--- config.mk ---
export PLATFORM = sky130hd
export DESIGN_NAME = atpa_front
export DESIGN_NICKNAME = d
export VERILOG_FILES = /design/src/sv/atpa_pkg.sv /design/src/sv/atpa_front.sv
export SDC_FILE = /design/constraint.sdc
export NUM_CORES = 1
export LEC_CHECK = 0
export BUFFER_PORTS_ARGS = -buffer_cell sky130_fd_sc_hd__clkbuf_2
export CORE_ASPECT_RATIO = 1.4
export CORE_MARGIN = 5
export CORE_UTILIZATION = 37
export CTS_BUF_LIST = sky130_fd_sc_hd__clkbuf_8 sky130_fd_sc_hd__clkbuf_16
export DETAILED_ROUTE_END_ITERATION = 10
export HOLD_SLACK_MARGIN = 0.15
export PLACE_DENSITY = 0.58
export SYNTH_ARGS = -nofsm -noshare
export SYNTH_HDL_FRONTEND = slang
export SYNTH_SLANG_ARGS = --single-unit
--- constraint.sdc ---
create_clock -name clk -period 2.5 [get_ports clk]
set_input_delay 0.125 -clock clk [delete_from_list [all_inputs] [get_ports clk]]
set_output_delay 0.125 -clock clk [all_outputs]
set_load 0.01 [all_outputs]
--- src/sv/atpa_pkg.sv ---
// Shared types, widths and constants of the four-quadrant arctangent block.
`default_nettype none
package atpa_pkg;

    localparam int INPUT_WIDTH     = 16;
    localparam int ANGLE_FRAC_BITS = 13;
    localparam int ANGLE_W         = ANGLE_FRAC_BITS + 3;
    localparam int FRAC_W          = 16;
    localparam int MAG_W           = INPUT_WIDTH;
    localparam int Q_W             = FRAC_W + 1;
    localparam int P_W             = FRAC_W + 2;
    localparam int V_W             = P_W + 1;
    localparam int HORNER_STEPS    = 5;
    localparam int FIFO_DEPTH      = 4;
    localparam int FIFO_PTR_W      = $clog2(FIFO_DEPTH);

    localparam logic signed [P_W-1:0] P_INIT = P_W'(-883);
    localparam logic signed [P_W-1:0] HORNER_C [HORNER_STEPS] = '{
        P_W'(3767), P_W'(-7946), P_W'(12821), P_W'(-21823), P_W'(65536)
    };
    localparam logic signed [V_W-1:0] HALF_PI_Q16 = V_W'(102944);
    localparam logic signed [V_W-1:0] PI_Q16      = V_W'(205887);
    localparam int ANGLE_LIMIT = 25736;

    typedef struct packed {
        logic signed [INPUT_WIDTH-1:0] x_coord;
        logic signed [INPUT_WIDTH-1:0] y_coord;
    } atpa_in_t;

    typedef struct packed {
        logic signed [ANGLE_W-1:0] angle;
        logic                      both_zero;
    } atpa_out_t;

    typedef struct packed {
        logic swap;
        logic x_neg;
        logic y_neg;
        logic zero;
    } atpa_flags_t;

    typedef struct packed {
        logic [MAG_W-1:0] mx;
        logic [MAG_W-1:0] mn;
        atpa_flags_t      flags;
    } atpa_job_t;

endpackage
`default_nettype wire

--- src/sv/atpa_front.sv ---
// Front stage: takes a point, forms magnitudes and classifies its octant.
`default_nettype none
module atpa_front
    import atpa_pkg::*;
(
    input  wire logic      clk,
    input  wire logic      rst_n,
    input  wire logic      sample_valid,
    output logic           sample_stall,
    input  wire atpa_in_t  sample,
    input  wire logic      fifo_full,
    output logic           job_valid,
    output atpa_job_t      job
);

    logic             job_valid_reg;
    atpa_job_t        job_reg;
    atpa_job_t        job_next;
    logic             advance;
    logic [MAG_W-1:0] ax;
    logic [MAG_W-1:0] ay;

    assign advance      = !job_valid_reg || !fifo_full;
    assign sample_stall = !advance;

    always_comb
    begin
        ax = sample.x_coord[INPUT_WIDTH-1] ? MAG_W'(~sample.x_coord + 1'b1)
                                           : MAG_W'(sample.x_coord);
        ay = sample.y_coord[INPUT_WIDTH-1] ? MAG_W'(~sample.y_coord + 1'b1)
                                           : MAG_W'(sample.y_coord);
        job_next.flags.swap  = ay > ax;
        job_next.flags.x_neg = sample.x_coord[INPUT_WIDTH-1];
        job_next.flags.y_neg = sample.y_coord[INPUT_WIDTH-1];
        job_next.mx          = (ay > ax) ? ay : ax;
        job_next.mn          = (ay > ax) ? ax : ay;
        job_next.flags.zero  = (ax == '0) && (ay == '0);
    end

    always_ff @(posedge clk or negedge rst_n)
    begin
        if (!rst_n)
        begin
            job_valid_reg <= 1'b0;
        end
        else if (advance)
        begin
            job_valid_reg <= sample_valid;
        end
    end

    always_ff @(posedge clk)
    begin
        if (advance)
        begin
            job_reg <= job_next;
        end
    end

    assign job_valid = job_valid_reg;
    assign job       = job_reg;

endmodule
`default_nettype wire

==> summary.txt <==
Clocking
  – Reg clk slew, reported paths: 70 ps
  – H-Tree Depth: 2
  – CTS tree: built
  – Clock tree root driver cell: clkbuf_8
  – Clock Sinks: 37
  – Max clock buf depth: 2
  – Clk_lat worst skew: roughly 290 ps
  – CTS buffer count: 5

Pwr
  – Clk pwr share: 19.6%
  – Int Pwr: ~1500 uW
  – Switch share: between 30% and 40%
  – Maximum vdd drop: 222.8 uV
  – PwrDens: 506.9 mW/mm^2
  – P_sw: 650.2 uW
  – Tot Pwr: around 2100 uW
  – Sequential cell fraction of total power: 40.0%
  – Logic pwr share: 40.4%
  – Leak Pwr: 0.002023 uW

Critical path
  – CP Max Fanout: 21
  – Critical Path AT: 2950 ps
  – Crit. End Element: flop
  – Worst Setup Start Kind: primary input
  – Worst path top cell family by delay: simple AND/OR/NAND/NOR gates
  – R2r startpoint: job_valid
  – Critical-path top delay cell: or4_4
  – Slowest cell delay on critical path: about 540 ps
  – Data required, critical path: 2530 ps
  – CP startpoint: sample[20]
  – CP Cell Sequence: buf_6, or3_4, or4_4, buf_6, o21ai_4, xor2_2, ha_1, a21o_1, nand3_1, a21oi_2, a211oi_2, a21oi_4, buf_12, mux2i_1
  – Most frequent CP cell: buf_6
  – Buf/Inv on CP: 3
  – Critical path class: primary input to flop

Routing
  – Per-cell routed wire length: roughly 14 um
  – Via count: between 2000 and 3000
  – Detailed Routing Iterations Pass 1: 4
  – Drt drc: 0
  – Routed wire length: around 7200 um
  – Routed Antenna Nets: 0
  – Routed vias/inst: 4.855
  – DRT iter0 DRCs: 80

Layout
  – Fin nets: 487
  – N_diodes: 0
  – Share of cells above drive strength 1: 44.93%
  – Largest register FFs: 36
  – Area grow syn2layout: 49.98%
  – Final instance area: around 0.0042 mm^2
  – Final core utilization: 56.67%
  – Post-Layout Cell Count: 531

Yosys
  – Post-Syn Area: ~0.0028 mm^2
  – Syn Inst Count: between 200 and 300
  – Register area share after synthesis: around two fifths
  – Synth Register Bits: 37
  – Mapped Nets: 312
  – Post-synth top flop: edfxtp_1
  – Post-synth EDFFs: 36
  – Syn Area/Cell: about 11 um^2
  – Synthesis Warnings: 0
  – Distinct cells, synth: between 40 and 50
  – Asr flop ratio synth: 2.703%

Timing
  – Tmin final: 2917 ps
  – Final-report setup violation count: 33
  – Unrepaired setup endpoints after global routing: true
  – F_max: roughly 340 MHz
  – Skew final: 8.922 ps
  – Worst-margin pin slew: 572.9 ps
  – Final worst path period share: 116.7%
  – Slew margin rel.: 61.32%
  – Hold Vio Cnt, Final: 0
  – Worst setup slack after layout: -417.1 ps
  – Fin. max-slew vios: 0

GRT
  – Total grt overflow: 0
  – Vias in the first global route: roughly 2700
  – Largest net degree at the start of global routing: 39
  – Gr usage total: between 15 and 20%
  – Initial antenna violation count: 0
  – First-pass GRT wire length: 12310 um

Placed design
  – Dpl cells: 514
  – Dpl cell area: 0.003958 mm^2
  – Hpwl dp: 5980 um
  – IO buf count: 73
  – Routability congestion estimate: 0.8719
  – Pre-CTS WS: -739.0 ps

Hold path
  – HP Class: primary input to flop
  – Hold path start: sample[16]

Floorplanning
  – IO Pins: 74
  – Starting density of the core: 37.79%
  – Core Region: 0.007361 mm^2
  – Die area: between 0.009 and 0.01 mm^2
  – Die height: 112.6 um
  – Width of the die: about 83 um
  – Row count: 37

Run status
  – Status: finished, violations left
  – Violated checks: setup timing

Job
  – Max Cap Viol: 0
==> through the flow <==
stage	hold slack [ps]	TNS, ps
finish	334.3	-12930
CTS	332.9	-12590
global placement	-100.7	-22140
detailed placement	-99.66	-23870
global route	343.6	-16320
floorplan	-170.6	-16690
==> cells in the mapped netlist, types with 3 or more instances <==
cell type / number / area [um^2]
o32ai_1: 3 / 26.28
o31ai_1: 4 / 30.03
a21o_1: 4 / 30.03
nand2_1: 17 / 63.81
nor2_1: 8 / 30.03
nor2b_1: 7 / 43.79
mux2i_1: 36 / 360.4
buf_2: 3 / 15.01
nand2b_1: 3 / 18.77
edfxtp_1: 36 / 1081
o21ai_0: 8 / 40.04
nor3_1: 4 / 20.02
nand3_1: 4 / 20.02
a21oi_1: 7 / 35.03
xnor2_1: 5 / 43.79
nor4_1: 3 / 18.77
xor2_1: 20 / 175.2
nand4_1: 8 / 50.05
inv_1: 22 / 82.58
and4_1: 3 / 26.28
ha_1: 18 / 225.2
==> final cells by class <==
cell class | count | area (um^2)
well taps | 97 | 121.4
multi-input cells | 192 | 1602
clock inverters | 2 | 7.507
clock buffers | 6 | 82.58
repair buffers | 175 | 1170
inverters | 22 | 82.58
fillers | 689 | 3189
flip-flops and latches | 37 | 1106
==> timing repair <==
item	4_1_cts	5_1_grt
pin swaps	3	4
hold endpoints to repair	4	0
hold buffers	5	0
endpoints found under the setup margin	33	33
setup buffers	1	3
gates resized for setup	3	6
==> layer usage <==
layer  GRT usage [%]  share of wire [%]  vias to the layer above
met5               0                  0                        -
met4           6.761                2.5                        0
met3           3.304                3.3                       12
met2           29.93                 54                       51
met1           17.11                 41                     1201
li1                -                  -                     1314
==> power by group through the flow <==
stage	Combinational [uW]	Sequential [uW]	Clock (uW)
after floorplan	396	921	0
after global placement	809	860	0
after detailed placement	830	861	0
after CTS	847	848	430
after global routing	940	856	468
final	854	846	415
==> cells in the final DEF (no fill, tap or decap), drive strengths merged, types with 2 or more instances in the layout <==
cell type	n
xor2	21
nand2b	3
ha	18
a21oi	7
xnor2	5
o41ai	2
or4	3
nand2	17
edfxtp	36
mux2i	36
o21a	2
nand3	4
or3	4
dlygate4sd3	5
inv	24
o31ai	4
a21o	5
o32ai	3
nor2	8
o21ai	9
and4	3
nor4	5
nand4	8
buf	98
nor2b	7
clkbuf	78
nor3	4
==> worst reg2reg max path: stages (launching register included) <==
cell,delay (ps)
dfrtp_1,370
nand2_1,70
buf_4,400
==> worst paths after layout <==
path	endpoint	slack [ps]	cells after the start
worst min-delay path	job[20]	330	4
worst max register to register	job[3]	1290	2
max in group asynchronous	job_valid	1730	3
worst min register to register	job_valid	820	3
worst max-delay path	job[8]	-420	14
min in group asynchronous	job_valid	670	3
==> cell families after synthesis <==
group           synth area share (%)
fa+ha+maj                      8.097
buf+inv                        4.588
compound gates                 10.89
xor+xnor                       8.457
mux                            13.36
flops                          39.77
simple gates                   14.85
(Power assumes the default switching activity.)
