--- src/sv/atpa_pkg.sv ---
// Shared types, widths and constants of the four-quadrant arctangent block.
`default_nettype none
package atpa_pkg;

    localparam int INPUT_WIDTH     = 16;
    localparam int ANGLE_FRAC_BITS = 13;
    localparam int ANGLE_W         = ANGLE_FRAC_BITS + 3;
    localparam int FRAC_W          = 16;
    localparam int MAG_W           = INPUT_WIDTH;
    localparam int Q_W             = FRAC_W + 1;
    localparam int P_W             = FRAC_W + 2;
    localparam int V_W             = P_W + 1;
    localparam int HORNER_STEPS    = 5;
    localparam int FIFO_DEPTH      = 4;
    localparam int FIFO_PTR_W      = $clog2(FIFO_DEPTH);

    localparam logic signed [P_W-1:0] P_INIT = P_W'(-883);
    localparam logic signed [P_W-1:0] HORNER_C [HORNER_STEPS] = '{
        P_W'(3767), P_W'(-7946), P_W'(12821), P_W'(-21823), P_W'(65536)
    };
    localparam logic signed [V_W-1:0] HALF_PI_Q16 = V_W'(102944);
    localparam logic signed [V_W-1:0] PI_Q16      = V_W'(205887);
    localparam int ANGLE_LIMIT = 25736;

    typedef struct packed {
        logic signed [INPUT_WIDTH-1:0] x_coord;
        logic signed [INPUT_WIDTH-1:0] y_coord;
    } atpa_in_t;

    typedef struct packed {
        logic signed [ANGLE_W-1:0] angle;
        logic                      both_zero;
    } atpa_out_t;

    typedef struct packed {
        logic swap;
        logic x_neg;
        logic y_neg;
        logic zero;
    } atpa_flags_t;

    typedef struct packed {
        logic [MAG_W-1:0] mx;
        logic [MAG_W-1:0] mn;
        atpa_flags_t      flags;
    } atpa_job_t;

endpackage
`default_nettype wire

--- src/sv/atpa_fifo.sv ---
// Short queue that decouples the front stage from the arithmetic pipeline.
`default_nettype none
module atpa_fifo
    import atpa_pkg::*;
(
    input  wire logic      clk,
    input  wire logic      rst_n,
    input  wire logic      push,
    input  wire atpa_job_t push_data,
    input  wire logic      pop,
    output atpa_job_t      head,
    output logic           full,
    output logic           empty
);

    atpa_job_t             mem_reg [FIFO_DEPTH];
    logic [FIFO_PTR_W-1:0] wr_ptr_reg;
    logic [FIFO_PTR_W-1:0] rd_ptr_reg;
    logic [FIFO_PTR_W:0]   count_reg;
    logic                  push_ok;
    logic                  pop_ok;

    assign full    = count_reg == (FIFO_PTR_W + 1)'(FIFO_DEPTH);
    assign empty   = count_reg == '0;
    assign push_ok = push && !full;
    assign pop_ok  = pop && !empty;
    assign head    = mem_reg[rd_ptr_reg];

    always_ff @(posedge clk or negedge rst_n)
    begin
        if (!rst_n)
        begin
            wr_ptr_reg <= '0;
            rd_ptr_reg <= '0;
            count_reg  <= '0;
        end
        else
        begin
            if (push_ok)
            begin
                wr_ptr_reg <= wr_ptr_reg + 1'b1;
            end
            if (pop_ok)
            begin
                rd_ptr_reg <= rd_ptr_reg + 1'b1;
            end
            if (push_ok && !pop_ok)
            begin
                count_reg <= count_reg + 1'b1;
            end
            else if (pop_ok && !push_ok)
            begin
                count_reg <= count_reg - 1'b1;
            end
        end
    end

    always_ff @(posedge clk)
    begin
        if (push_ok)
        begin
            mem_reg[wr_ptr_reg] <= push_data;
        end
    end

    a_count_bound: assert property (@(posedge clk) disable iff (!rst_n)
        count_reg <= (FIFO_PTR_W + 1)'(FIFO_DEPTH))
        else $error("Queue count exceeds its depth.");

    a_count_hold: assert property (@(posedge clk) disable iff (!rst_n)
        (push_ok && pop_ok) |=> $stable(count_reg))
        else $error("Simultaneous transfer in and out changed the count.");

    a_ptr_track: assert property (@(posedge clk) disable iff (!rst_n)
        (wr_ptr_reg - rd_ptr_reg) == count_reg[FIFO_PTR_W-1:0])
        else $error("Queue pointers disagree with the count.");

endmodule
`default_nettype wire

--- config.mk ---
export PLATFORM = sky130hd
export DESIGN_NAME = atpa_fifo
export DESIGN_NICKNAME = d
export VERILOG_FILES = /design/src/sv/atpa_pkg.sv /design/src/sv/atpa_fifo.sv
export SDC_FILE = /design/constraint.sdc
export NUM_CORES = 1
export LEC_CHECK = 0
export BUFFER_PORTS_ARGS = -buffer_cell sky130_fd_sc_hd__buf_2
export CORE_MARGIN = 2
export CORE_UTILIZATION = 40
export DETAILED_ROUTE_END_ITERATION = 8
export HOLD_SLACK_MARGIN = 0.03
export PLACE_DENSITY = 0.69
export SETUP_SLACK_MARGIN = 0.3
export SYNTH_ARGS = -nofsm -noshare
export SYNTH_HDL_FRONTEND = slang
export SYNTH_SLANG_ARGS = --single-unit
--- constraint.sdc ---
create_clock -name clk -period 2.1 [get_ports clk]
set_input_delay 0.42 -clock clk [delete_from_list [all_inputs] [get_ports clk]]
set_output_delay 0.42 -clock clk [all_outputs]
set_load 0.02 [all_outputs]
==> run_summary.xml <==
<?xml version="1.0" encoding="UTF-8"?>
<metrics>
  <group name="clock_network">
    <metric name="worstSkewPairLatency" unit="ns">0.42</metric>
    <metric name="htree_levels" unit="">4</metric>
    <metric name="cell_at_the_root_of_the_clock_tree" unit="">sky130_fd_sc_hd__clkbuf_16</metric>
    <metric name="cts_made_buffers" unit="">17</metric>
    <metric name="clock_path_buffers" unit="">2</metric>
    <metric name="clkSlewWorstSetupHoldPaths" unit="ns">0.06</metric>
    <metric name="cts_sinks" unit="">151</metric>
    <metric name="cts_tree" unit="">done</metric>
  </group>
  <group name="setup_path">
    <metric name="critPathTopFamily" unit="">multiplexers</metric>
    <metric name="crit_path_start" unit="">rd_ptr_reg[0]$_DFFE_PN0P_</metric>
    <metric name="worst-path-max-fanout" unit="">5</metric>
    <metric name="cp_slowest_stage_delay" unit="ns">0.49</metric>
    <metric name="critical_path_class" unit="">flip-flop to output pin</metric>
    <metric name="timing.critical_path.cells" unit="">buf_4 &gt; clkbuf_16 &gt; mux4_2 &gt; buf_2</metric>
    <metric name="critical_path.reg2reg.startpoint" unit="">count_reg[1]$_DFFE_PN0P_</metric>
    <metric name="setup.worst_path.start_class" unit="">flip-flop</metric>
    <metric name="critPathRequiredTime" unit="ns">1.68</metric>
    <metric name="timing.critical_path.arrival" unit="ns">1.78</metric>
    <metric name="critPathSlowestCell" unit="">sky130_fd_sc_hd__mux4_2</metric>
    <metric name="cp_num_buf_inv" unit="">3</metric>
    <metric name="endpoint_kind" unit="">output pin</metric>
  </group>
  <group name="drt">
    <metric name="met1_length" unit="um">4509</metric>
    <metric name="met2_wirelength" unit="um">5831</metric>
    <metric name="via_count" unit="">2690</metric>
    <metric name="route.met3.wl" unit="um">549</metric>
    <metric name="route.antenna.remaining_nets" unit="">0</metric>
    <metric name="highest_layer" unit="">met4</metric>
    <metric name="vias_per_cell" unit="">4.972</metric>
    <metric name="detail_route.wirelength" unit="um">11040</metric>
    <metric name="drcViolationCount" unit="">0</metric>
    <metric name="drt-pass1-iter-count" unit="">4</metric>
    <metric name="drtIter0Drc" unit="">217</metric>
    <metric name="route.detailed.wl_per_inst" unit="um">20.41</metric>
  </group>
  <group name="sta">
    <metric name="setup_failing_eps_final" unit="">36</metric>
    <metric name="timing.final.crit_period" unit="ns">2.203</metric>
    <metric name="clock-skew-final" unit="ns">0.01131</metric>
    <metric name="setup_repair_after_global_routing_missed_its_margin" unit="">true</metric>
    <metric name="timing.max_slew.rel_slack" unit="%">78.68</metric>
    <metric name="least_margin_pin_slew" unit="ns">0.3198</metric>
    <metric name="whs" unit="ns">0.2158</metric>
    <metric name="finalWorstSetupSlack" unit="ns">-0.1025</metric>
    <metric name="final_min_period_over_clock_period" unit="%">104.9</metric>
    <metric name="hold_violation_total_from_the_final_report" unit="">0</metric>
    <metric name="max_freq" unit="MHz">454.0</metric>
    <metric name="final-max-slew-violation-count" unit="">0</metric>
  </group>
  <group name="finish">
    <metric name="layout-area-overhead-vs-synth" unit="%">33.17</metric>
    <metric name="layout.nets" unit="">393</metric>
    <metric name="final_cells" unit="">541</metric>
    <metric name="final_area" unit="mm^2">0.007505</metric>
    <metric name="largest_reg_flops" unit="">144</metric>
    <metric name="final_layout_size_suffix_gt1_share" unit="%">54.17</metric>
  </group>
  <group name="synth">
    <metric name="most_common_cell_in_the_synthesized_netlist" unit="">sky130_fd_sc_hd__edfxtp_1</metric>
    <metric name="adder_cell_fraction_of_synth_area" unit="%">1.465</metric>
    <metric name="yosysUniqueCellTypes" unit="">20</metric>
    <metric name="synthMuxAreaShare" unit="%">14.79</metric>
    <metric name="synth_top_cell_area_share" unit="%">76.73</metric>
    <metric name="synth_area" unit="mm^2">0.005635</metric>
    <metric name="synth_warnings" unit="">0</metric>
    <metric name="synth_compound_gate_area_share" unit="%">0</metric>
    <metric name="yosysTopAreaCell" unit="">sky130_fd_sc_hd__edfxtp_1</metric>
    <metric name="syn_area_per_cell" unit="um^2">25.16</metric>
    <metric name="syn_inst_count" unit="">224</metric>
    <metric name="largest_family_of_logic_cells_by_synthesized_area" unit="">multiplexers</metric>
    <metric name="postSynthNetCount" unit="">270</metric>
    <metric name="synth.area.top_cells" unit="">sky130_fd_sc_hd__edfxtp_1 77%, sky130_fd_sc_hd__mux4_2 14%, sky130_fd_sc_hd__dfrtp_1 3.1%, sky130_fd_sc_hd__ha_1 1.1%, sky130_fd_sc_hd__buf_12 0.71%</metric>
    <metric name="synth.cells.most_frequent" unit="">144 x sky130_fd_sc_hd__edfxtp_1, 36 x sky130_fd_sc_hd__mux4_2, 7 x sky130_fd_sc_hd__dfrtp_1</metric>
    <metric name="synth-xor-area-share" unit="%">0.9325</metric>
    <metric name="synth_enable_flop_cells" unit="">144</metric>
    <metric name="synth_async_sr_flop_share" unit="%">4.636</metric>
    <metric name="synth-seq-area-share" unit="%">79.84</metric>
    <metric name="post_synthesis_simple_gate_area_fraction" unit="%">1.110</metric>
    <metric name="ys_seq_elements" unit="">151</metric>
    <metric name="synth_flop_cell" unit="">sky130_fd_sc_hd__edfxtp_1</metric>
  </group>
  <group name="floorplanning">
    <metric name="io-pin-count" unit="">78</metric>
    <metric name="floorplan.initialDensity" unit="%">40.76</metric>
    <metric name="chipHeight" unit="um">122.7</metric>
    <metric name="die-area" unit="mm^2">0.01505</metric>
    <metric name="total_core_area" unit="mm^2">0.01383</metric>
    <metric name="rows" unit="">43</metric>
    <metric name="die_width" unit="um">122.7</metric>
  </group>
  <group name="worst_hold_path">
    <metric name="timing.hold.worst.class" unit="">input pin to flip-flop</metric>
    <metric name="critical_hold_path_startpoint" unit="">push_data[20]</metric>
  </group>
  <group name="status">
    <metric name="run_status" unit="">finished with violations</metric>
    <metric name="violations" unit="">negative setup slack</metric>
  </group>
  <group name="place">
    <metric name="dpl.hpwl" unit="um">6076</metric>
    <metric name="dp_cells" unit="">486</metric>
    <metric name="gp_routability_congestion" unit="">0.6773</metric>
    <metric name="placed_cell_area" unit="mm^2">0.006371</metric>
    <metric name="port_buffers" unit="">77</metric>
  </group>
  <group name="global_routing">
    <metric name="globalRoute.totalOverflow" unit="">0</metric>
    <metric name="grt_antenna_before_repair" unit="">1</metric>
    <metric name="via_count_of_the_first_global_routing_pass" unit="">2869</metric>
    <metric name="grt_start_max_net_pins" unit="">28</metric>
    <metric name="grtUsageTotal" unit="%">15.26</metric>
    <metric name="grt_first_pass_wirelength" unit="um">15930</metric>
  </group>
  <group name="power_and_ir_drop">
    <metric name="peakVddDrop" unit="mV">0.9170</metric>
    <metric name="power.static_leakage" unit="nW">2.661</metric>
    <metric name="power_density" unit="mW/mm^2">1564</metric>
  </group>
  <group name="run">
    <metric name="timing.max_cap.violations" unit="">0</metric>
  </group>
</metrics>
-- per-stage QoR --
stage	util [%]	setup TNS, ns	setup WS [ns]	power [mW]
4_1_cts	52.95	-3.411	-0.1211	11.58
6_report	54.28	-2.516	-0.1025	11.73
3_5_place_dp	46.08	0	0.09422	7.683
2_1_floorplan	-	0	0.1615	6.563
5_1_grt	54.26	-4.760	-0.1602	12.28
3_3_place_gp	46.08	0	0.1535	7.625
-- layout by cell type (no fill, tap or decap), types with 3 or more instances in the layout --
| cell | count |
|---|---|
| sky130_fd_sc_hd__ha_1 | 4 |
| sky130_fd_sc_hd__buf_2 | 48 |
| sky130_fd_sc_hd__buf_16 | 3 |
| sky130_fd_sc_hd__buf_12 | 6 |
| sky130_fd_sc_hd__clkinv_2 | 3 |
| sky130_fd_sc_hd__bufinv_16 | 3 |
| sky130_fd_sc_hd__buf_4 | 14 |
| sky130_fd_sc_hd__dfrtp_1 | 3 |
| sky130_fd_sc_hd__xnor2_1 | 4 |
| sky130_fd_sc_hd__and2_4 | 4 |
| sky130_fd_sc_hd__edfxtp_1 | 144 |
| sky130_fd_sc_hd__clkinvlp_4 | 5 |
| sky130_fd_sc_hd__mux4_2 | 36 |
| sky130_fd_sc_hd__dfrtp_2 | 4 |
| sky130_fd_sc_hd__clkbuf_16 | 22 |
| sky130_fd_sc_hd__buf_6 | 36 |
-- where the power goes --
part           total (mW)  internal [mW]  switching (mW)
registers            4.16           4.00           0.160
clock network        2.98           1.85            1.13
logic                4.59           2.39            2.20
-- cell families (layout without fill, tap and decap cells) --
group,after synthesis,in the layout
buffers and inverters,13,149
other,0,1
xor gates and xnor gates,6,6
DFF,151,151
adders and majority gates,6,6
muxes,38,38
and+or+nand+nor,10,10
-- worst paths after layout --
kind / endpoint / slack, ns / depth (start not counted)
max: head[20] / -0.10 / 4
min: mem_reg[3][20]$_DFFE_PP_ / 0.22 / 1
max reg2reg: count_reg[2]$_DFFE_PN0P_ / 0.16 / 8
min reg2reg: count_reg[2]$_DFFE_PN0P_ / 0.51 / 1
max in group asynchronous: rd_ptr_reg[1]$_DFFE_PN0P_ / 1.53 / 2
min in group asynchronous: count_reg[1]$_DFFE_PN0P_ / 0.39 / 2
-- routing by layer --
metal / track usage [%] / vias to the layer above
li1: - / 1182
met1: 17.95 / 1421
met2: 25.10 / 74
met3: 5.994 / 13
met4: 6.178 / 0
met5: 0 / -
-- final cells by class --
| class | instances | area, um^2 |
|---|---|---|
| antenna | 1 | 2.502 |
| sequential | 151 | 4504 |
| clock inverter | 14 | 158.9 |
| timing repair buffer | 113 | 1089 |
| inverter | 4 | 15.01 |
| multi-input combinational | 60 | 1081 |
| tap | 180 | 225.2 |
| fill | 1067 | 6322 |
| clock buffer | 18 | 429.2 |
-- repair_timing --
item	4_1_cts	5_1_grt
setup buffers	9	4
endpoints found under the setup margin	40	184
resized for setup	68	10
pin swaps	5	3
gates cloned	3	5
hold buffers	1	0
endpoints found under the hold margin	7	0
(Power assumes the default switching activity.)
